===== config.mk =====
export PLATFORM = sky130hd
export DESIGN_NAME = expiry_sorted_stock_queue_top
export DESIGN_NICKNAME = d
export VERILOG_FILES = /design/src/design/essq_pkg.sv /design/src/design/expiry_sorted_stock_queue_top.sv /design/src/design/essq_cell.sv
export SDC_FILE = /design/constraint.sdc
export NUM_CORES = 2
export LEC_CHECK = 0
export BUFFER_PORTS_ARGS = -buffer_cell sky130_fd_sc_hd__clkbuf_2
export CAP_MARGIN = 20
export CORE_ASPECT_RATIO = 1.2
export CORE_MARGIN = 2
export CORE_UTILIZATION = 60
export DETAILED_ROUTE_END_ITERATION = 10
export PLACE_DENSITY_LB_ADDON = 0.3
export SYNTH_ARGS = -nofsm -noshare
export SYNTH_HDL_FRONTEND = slang
export SYNTH_SLANG_ARGS = --single-unit

===== constraint.sdc =====
create_clock -name clk -period 15.7 [get_ports clk]
set_input_delay 4.71 -clock clk [delete_from_list [all_inputs] [get_ports clk]]
set_output_delay 4.71 -clock clk [all_outputs]
set_load 0.02 [all_outputs]

===== src/design/essq_pkg.sv =====
// Shared types and codes for the expiry-sorted stock queue.
package essq_pkg;

    localparam int QTY_W   = 16;
    localparam int EXP_W   = 16;
    localparam int TOTAL_W = 20;

    typedef enum logic [1:0] {
        MODE_ADD     = 2'd0,
        MODE_CONSUME = 2'd1,
        MODE_POP     = 2'd2
    } mode_t;

    typedef enum logic [1:0] {
        STAT_OK        = 2'd0,
        STAT_POP_EMPTY = 2'd1,
        STAT_DROPPED   = 2'd2,
        STAT_SHORTFALL = 2'd3
    } status_t;

    typedef enum logic [1:0] {
        OP_HOLD,
        OP_INSERT,
        OP_SHIFT,
        OP_SET_HEAD
    } cell_op_t;

    typedef enum logic {
        S_IDLE,
        S_CONSUME
    } state_t;

    typedef struct packed {
        logic [1:0]       mode;
        logic [QTY_W-1:0] qty;
        logic [EXP_W-1:0] expiry;
    } in_t;

    typedef struct packed {
        logic [QTY_W-1:0]   popped_qty;
        logic [EXP_W-1:0]   popped_expiry;
        logic [TOTAL_W-1:0] total_stock;
        logic [1:0]         status;
    } out_t;

    typedef struct packed {
        logic [QTY_W-1:0] qty;
        logic [EXP_W-1:0] expiry;
    } lot_t;

    typedef struct packed {
        cell_op_t         op;
        lot_t             new_lot;
        logic [QTY_W-1:0] head_qty;
    } cell_cmd_t;

endpackage


===== src/design/expiry_sorted_stock_queue_top.sv =====
// Top level of the expiry-sorted stock queue: control, cell row and result register.
// Holds up to DEPTH lots in a row of cells sorted by ascending expiry, cell 0 being the
// earliest. On an add or a pop every cell compares its expiry with the new lot in
// parallel and the row shifts by one place in the same cycle. A consume drains the head
// cell one lot per cycle while the row shifts behind it. One request is in work at a
// time; a new beat is taken as soon as the row is free and the result register is empty
// or being taken. Each request gives exactly one result beat carrying the new total.
module expiry_sorted_stock_queue_top #(
    parameter int DEPTH = 16
) (
    input  logic           clk,
    input  logic           rst_n,
    input  logic           in_valid,
    output logic           in_stall,
    input  essq_pkg::in_t  in_data,
    output logic           out_valid,
    input  logic           out_stall,
    output essq_pkg::out_t out_data
);

    localparam int CW = $clog2(DEPTH + 1);

    essq_pkg::state_t                   state_reg, state_next;
    logic [CW-1:0]                      count_reg, count_next;
    logic [essq_pkg::TOTAL_W-1:0]       sum_reg, sum_next;
    logic [essq_pkg::QTY_W-1:0]         left_reg, left_next;
    logic                               out_valid_reg, out_valid_next;
    essq_pkg::out_t                     out_reg, out_next;

    essq_pkg::cell_cmd_t                cmd;
    essq_pkg::cell_cmd_t                cell_cmd [DEPTH];
    essq_pkg::lot_t                     cell_lot [DEPTH];
    logic [DEPTH-1:0]                   cell_lt;
    logic [DEPTH-1:0]                   occ;
    essq_pkg::lot_t                     head;
    logic                               accept;

    assign head     = cell_lot[0];
    assign in_stall = (state_reg != essq_pkg::S_IDLE) || (out_valid_reg && out_stall);
    assign accept   = in_valid && !in_stall;

    genvar g;
    generate
        for (g = 0; g < DEPTH; g++)
        begin : g_cell
            essq_pkg::lot_t left_lot;
            essq_pkg::lot_t right_lot;
            logic           prev_lt;

            assign occ[g] = (CW'(g) < count_reg);

            if (g == 0)
            begin : g_head
                assign prev_lt  = 1'b1;
                assign left_lot = cmd.new_lot;
                assign cell_cmd[g] = cmd;
            end
            else
            begin : g_body
                assign prev_lt  = cell_lt[g-1];
                assign left_lot = cell_lot[g-1];
                always_comb
                begin
                    cell_cmd[g] = cmd;
                    if (cmd.op == essq_pkg::OP_SET_HEAD)
                    begin
                        cell_cmd[g].op = essq_pkg::OP_HOLD;
                    end
                end
            end

            if (g == DEPTH - 1)
            begin : g_tail
                assign right_lot = cmd.new_lot;
            end
            else
            begin : g_inner
                assign right_lot = cell_lot[g+1];
            end

            essq_cell u_cell (
                .clk       (clk),
                .cmd       (cell_cmd[g]),
                .occ       (occ[g]),
                .prev_lt   (prev_lt),
                .left_lot  (left_lot),
                .right_lot (right_lot),
                .lot       (cell_lot[g]),
                .lt        (cell_lt[g])
            );
        end
    endgenerate

    always_comb
    begin
        state_next     = state_reg;
        count_next     = count_reg;
        sum_next       = sum_reg;
        left_next      = left_reg;
        out_valid_next = out_valid_reg && out_stall;
        out_next       = out_reg;
        cmd.op         = essq_pkg::OP_HOLD;
        cmd.new_lot    = '{qty: in_data.qty, expiry: in_data.expiry};
        cmd.head_qty   = head.qty - left_reg;

        unique case (state_reg)
            essq_pkg::S_IDLE:
            begin
                if (accept)
                begin
                    out_next.popped_qty    = '0;
                    out_next.popped_expiry = '0;
                    out_next.status        = essq_pkg::STAT_OK;
                    unique case (essq_pkg::mode_t'(in_data.mode))
                        essq_pkg::MODE_ADD:
                        begin
                            if (count_reg == CW'(DEPTH))
                            begin
                                out_next.status = essq_pkg::STAT_DROPPED;
                            end
                            else
                            begin
                                cmd.op     = essq_pkg::OP_INSERT;
                                count_next = count_reg + CW'(1);
                                sum_next   = sum_reg + essq_pkg::TOTAL_W'(in_data.qty);
                            end
                        end
                        essq_pkg::MODE_CONSUME:
                        begin
                            left_next  = in_data.qty;
                            state_next = essq_pkg::S_CONSUME;
                        end
                        essq_pkg::MODE_POP:
                        begin
                            if (count_reg == '0)
                            begin
                                out_next.status = essq_pkg::STAT_POP_EMPTY;
                            end
                            else
                            begin
                                cmd.op                 = essq_pkg::OP_SHIFT;
                                out_next.popped_qty    = head.qty;
                                out_next.popped_expiry = head.expiry;
                                count_next             = count_reg - CW'(1);
                                sum_next = sum_reg - essq_pkg::TOTAL_W'(head.qty);
                            end
                        end
                        default:
                        begin
                            out_next.status = essq_pkg::STAT_OK;
                        end
                    endcase
                    out_next.total_stock = sum_next;
                    out_valid_next       = (state_next == essq_pkg::S_IDLE);
                end
            end
            essq_pkg::S_CONSUME:
            begin
                out_next.popped_qty    = '0;
                out_next.popped_expiry = '0;
                out_next.status        = essq_pkg::STAT_OK;
                priority if (left_reg == '0)
                begin
                    state_next = essq_pkg::S_IDLE;
                end
                else if (count_reg == '0)
                begin
                    sum_next        = '0;
                    out_next.status = essq_pkg::STAT_SHORTFALL;
                    state_next      = essq_pkg::S_IDLE;
                end
                else if (left_reg >= head.qty)
                begin
                    cmd.op     = essq_pkg::OP_SHIFT;
                    left_next  = left_reg - head.qty;
                    count_next = count_reg - CW'(1);
                    sum_next   = sum_reg - essq_pkg::TOTAL_W'(head.qty);
                end
                else
                begin
                    cmd.op     = essq_pkg::OP_SET_HEAD;
                    left_next  = '0;
                    sum_next   = sum_reg - essq_pkg::TOTAL_W'(left_reg);
                    state_next = essq_pkg::S_IDLE;
                end
                out_next.total_stock = sum_next;
                if (state_next == essq_pkg::S_IDLE)
                begin
                    out_valid_next = 1'b1;
                end
            end
            default:
            begin
                state_next = essq_pkg::S_IDLE;
            end
        endcase
    end

    always_ff @(posedge clk or negedge rst_n)
    begin
        if (!rst_n)
        begin
            state_reg     <= essq_pkg::S_IDLE;
            count_reg     <= '0;
            sum_reg       <= '0;
            out_valid_reg <= 1'b0;
        end
        else
        begin
            state_reg     <= state_next;
            count_reg     <= count_next;
            sum_reg       <= sum_next;
            out_valid_reg <= out_valid_next;
        end
    end

    always_ff @(posedge clk)
    begin
        left_reg <= left_next;
        out_reg  <= out_next;
    end

    assign out_valid = out_valid_reg;
    assign out_data  = out_reg;

endmodule


===== src/design/essq_cell.sv =====
// One queue slot: holds a lot and trades it with its neighbors.
module essq_cell (
    input  logic                clk,
    input  essq_pkg::cell_cmd_t cmd,
    input  logic                occ,
    input  logic                prev_lt,
    input  essq_pkg::lot_t      left_lot,
    input  essq_pkg::lot_t      right_lot,
    output essq_pkg::lot_t      lot,
    output logic                lt
);

    essq_pkg::lot_t lot_reg;
    essq_pkg::lot_t lot_next;

    always_comb
    begin
        lt = occ && (lot_reg.expiry < cmd.new_lot.expiry);
    end

    always_comb
    begin
        lot_next = lot_reg;
        unique case (cmd.op)
            essq_pkg::OP_HOLD:
            begin
                lot_next = lot_reg;
            end
            essq_pkg::OP_INSERT:
            begin
                priority if (lt)
                begin
                    lot_next = lot_reg;
                end
                else if (prev_lt)
                begin
                    lot_next = cmd.new_lot;
                end
                else
                begin
                    lot_next = left_lot;
                end
            end
            essq_pkg::OP_SHIFT:
            begin
                lot_next = right_lot;
            end
            essq_pkg::OP_SET_HEAD:
            begin
                lot_next.qty = cmd.head_qty;
            end
            default:
            begin
                lot_next = lot_reg;
            end
        endcase
    end

    always_ff @(posedge clk)
    begin
        lot_reg <= lot_next;
    end

    assign lot = lot_reg;

endmodule


== Yosys cells after proc, flatten, opt, wreduce, memory -nomap -nowiden ==
Index checks and enable logic that the tools add are counted.
W data, S select, Z words.

* Flip-flop bits (word level): 609
* Input bits: 38
* Output and inout port bits: 56
* Logic and storage cells: 294

* $add $sub $neg: 7
* Magnitude comparators: 33
* Equality and inequality tests: 33
* Mux-type cells: 115
* Bitwise operators: 4
* Reduce and logical (&&, ||, !) cells: 61

{| class="wikitable"
|+ Operator list
! kind !! count
|-
| $mux W32 || 33
|-
| $pmux W16 S3 || 16
|-
| $pmux W16 S2 || 17
|-
| $lt A16 B16 Y1 || 16
|-
| $mux W20 || 6
|-
| $pmux W54 S2 || 1
|-
| $mux W16 || 5
|-
| $pmux W20 S2 || 2
|-
| $reduce_and A2 Y1 || 32
|-
| $mux W54 || 1
|-
| $lt A4 B5 Y1 const A || 8
|-
| $sub A20 B16 Y20 || 2
|-
| $ne A2 B2 Y1 const B || 19
|-
| $sub A16 B16 Y16 || 2
|-
| $mux W5 || 6
|-
| $add A20 B16 Y20 || 1
|-
| $lt A3 B5 Y1 const A || 4
|-
| $pmux W5 S2 || 2
|-
| $logic_and A1 B1 Y1 || 18
|-
| $ge A16 B16 Y1 || 1
|-
| $logic_not A16 Y1 || 1
|-
| $mux W2 || 8
|-
| $mux W1 || 13
|-
| $pmux W2 S2 || 3
|-
| other kinds (19) || 36
|}

== Depth between registers and ports, before layout ==
* Depth in word-level cells: 11
* Gate-level depth with buffers: 23
* Depth with buffers taken out: 19

== Cells and area by module ==
Synthesis repeated with hierarchy kept, for this count alone.

* Cells, all modules: 4463
* Area total of the unflattened synthesis: 43988.4 um^2

{| class="wikitable"
|+ By module, submodules not included
! module !! instances !! cells each !! area each (um^2) !! seq. area each (um^2)
|-
| essq_cell || 16 || 219 || 2209.6 || 960.9
|-
| expiry_sorted_stock_queue_top || 1 || 959 || 8634.5 || 2777.7
|}

== Worst setup path after synthesis ==
OpenSTA, ideal clock, no wires.

* Path type: input port to output port
* Start: in out_stall
* End: out in_stall
* Arrival: 4935 ps
* Required time: 10990 ps
* Slack: 6055 ps
* Stages on the path: 2
* Path buffers: 0
* Cells stage by stage: nand2_1 > nand2_1

* Word-level cells in the longest chain between the ends: 2

{| class="wikitable"
|+ Ends and longest elaborated chain
! item !! RTL line !! source
|-
| start: declaration || expiry_sorted_stock_queue_top.sv:17 || <nowiki>input logic out_stall,</nowiki>
|-
| $logic_and A1 B1 Y1 || expiry_sorted_stock_queue_top.sv:39 || <nowiki>assign in_stall = (state_reg != essq_pkg::S_IDLE) || (out_valid_reg && out_stall);</nowiki>
|-
| $logic_or A1 B1 Y1 || expiry_sorted_stock_queue_top.sv:39 ||
|-
| end: declaration || expiry_sorted_stock_queue_top.sv:14 || <nowiki>output logic in_stall,</nowiki>
|}

Every way passes these cells.

== Worst setup path after layout ==
Ends and elaborated chain as after synthesis.

==> results.cfg <==
[finish]
areaGrowthSynthToFinish_pct = 8.12
diodes = 0
drive_gt1_share_pct = 8.00
largest_register_ffs = 512
final-instance-count-excl-fill = 4740
layout.nets = 4223
fin_util_pct = 65.5

[floorplan]
fp.dieW_um = 239
io_pins = 94
core_area_um2 = 65600
row_count = 103
start_util_pct = 60.6
die_height_um = 286
dieArea_um2 = 68300

[place]
hpwl_um = 76100
place_congestion = 0.942
dp_cells = 4623
port-buffer-count = 93

[worst_hold_path]
hold_path.class = reg2reg

[cts]
root_buffer = clkbuf_16
cts_max_level = 3
clk_path_buf_depth = 3
post_cts_buffers = 0
cts.sinks = 609
clkTransAtPathRegs_ps = 60
holdBufCountCts = 0
cts_tree = built
insertion_delay_ps = 630
cts-resized-gates = 0
cts_buffers = 68

[synth]
syn_nets = 4266
yosysTopAreaCell = edfxtp_1
synth_top_area_share_pct = 44.0
synth-edff-count = 582
synthTopCellsByArea = edfxtp_1 (44%), ha_1 (10%), mux2i_1 (8.3%)
seq_area_frac_synth_pct = 45.7
netlist-cell-type-count = 78
yosys_register_bits = 609
postSynthAreaPerCell_um2 = 10.2
synthCells = 3896
synth_area_um2 = 39700
synthFlopType = edfxtp_1
yosys_warnings = 0
async_flop_share_pct = 4.43

[timing]
finalCritPeriodShare_pct = 62.5
fin_tns_setup_ps = 0
period_needed_ps = 9810
finalClockSkew_ps = 22.0
maxSlewViolCount = 0
hold_viol = 0
maxClockFrequency_mhz = 102
worst_pin_slew_ps = 1070
slew-limit-headroom_pct = 27.9
hold_ws_ps = 524
rsz0062_at_grt = false
setup_viol = 0

[worst_setup_path]
worstReg2RegEnd = g_cell[15].u_cell.lot[0]
r2r_cells = 16
critPathLaunch = out_stall
crit_fanout = 3
cp_top_family = buffers and inverters
path_buf_inv = 2
end_kind = output pin
r2r-start = g_cell[0].u_cell.lot[25]
required_ps = 10990
cp.depth = 4
worstPathArrival_ps = 5100
crit_slowest_cell = clkbuf_2
crit_path_cell_trace = clkbuf_2 -> nand2_1 -> nand2_1 -> clkbuf_2
crit_path_end = in_stall
reg2reg_slack_ps = 9690
worstSetupPathType = in2out
critPathLaunchType = input pin
max_stage_delay_ps = 160

[route]
wl_met2_um = 55000
wl_met3_um = 8450
first_iter_violations = 3140
viasPerCell = 6.68
first_pass_iters = 6
vias = 31658
ant_nets = 0
drt-total-wl_um = 113000
wl_met1_um = 43600
drcViolationCount = 0
wl_per_cell_um = 23.9
top_layer = met5

[status]
status = finished, final reports clean

[power_and_ir_drop]
p_total_mw = 11.1
p_leak_nw = 16.7
ir_drop_mv = 0.143
cellPowerDensity_nw_per_um2 = 257

[global_route]
gr-total-overflow = 0
grt_antenna_before_repair = 2
grt_pass1_wl_um = 175000
grt_usage_pct = 32.6
grt_max_degree = 241
first_global_vias = 30970

[job]
maxCapViolCount = 0
## synth_stat cells, types with 37 or more instances
cell type and n:
edfxtp_1 582, nand2_1 423, o21ai_0 361, mux2i_1 330, ha_1 327, nor2_1 237
a21oi_1 229, nor3_1 206, clkbuf_1 195, a211oi_1 149, inv_1 90, a21o_1 86
xnor2_1 50, buf_2 43, nand3_1 37
## layer usage
layer  GRT usage (%)  vias up
li1                -    14584
met1            40.5    15296
met2            55.4     1418
met3            4.55      356
met4            17.3        4
met5               0        -
## cell type report
class                   count  area (um^2)
fillers                  5178        22600
flip-flops and latches    609        18200
clock inverters            37          312
well taps                 840         1050
multi-input cells        2930        20400
inverters                  90          343
repair buffers            154          936
clock buffers              80         1750
## stage by stage
step	cell area [um^2]	setup slack, ps
2_1_floorplan	39700	6050
3_3_place_gp	40900	5880
3_5_place_dp	40900	5890
4_1_cts	43000	5890
5_1_grt	43000	5850
6_report	43000	5890
## cell usage in the layout, fill, tap and decap left out, types with 33 or more instances in the layout
cell type	n
buf_4	60
nand3_1	37
mux2i_1	330
xnor2_1	50
clkbuf_2	93
nand4_1	33
nand2_1	420
clkbuf_16	68
nor3_1	206
inv_1	89
edfxtp_1	582
a21oi_1	215
nor2_1	237
ha_1	326
a21o_1	86
o21ai_0	359
a211oi_1	149
## power by group
group	switching (mW)	total, mW	leakage [nW]	internal [mW]
sequential	0.654	3.86	5.80	3.20
clock	0.682	1.54	1.00	0.862
combinational	3.55	5.65	9.94	2.10
total	4.89	11.1	16.7	6.17
## worst min-delay path, stage by stage (launching register included)
cell	delay, ps
dfrtp_1	350
a32oi_1	60
o21ai_0	70
## worst min path at each step
stage	from	end	cells past startpoint
after detailed placement	out_valid	out_valid	2
after global placement	out_valid	out_valid	2
after CTS	out_valid	out_valid	2
after floorplan	g_cell[1].u_cell.lot[18]	g_cell[0].u_cell.lot[18]	2
after global routing	out_valid	out_valid	2
final	out_valid	out_valid	2
## logic make-up after synthesis
group                      synth area share (%)
AOI/OAI and AO/OA                          17.0
xor gates and xnor gates                   1.61
adders and majority gates                  10.6
buffers and inverters                      3.70
DFF                                        45.7
muxes                                      8.94
and+or+nand+nor                            12.5
(Power assumes the default switching activity.)
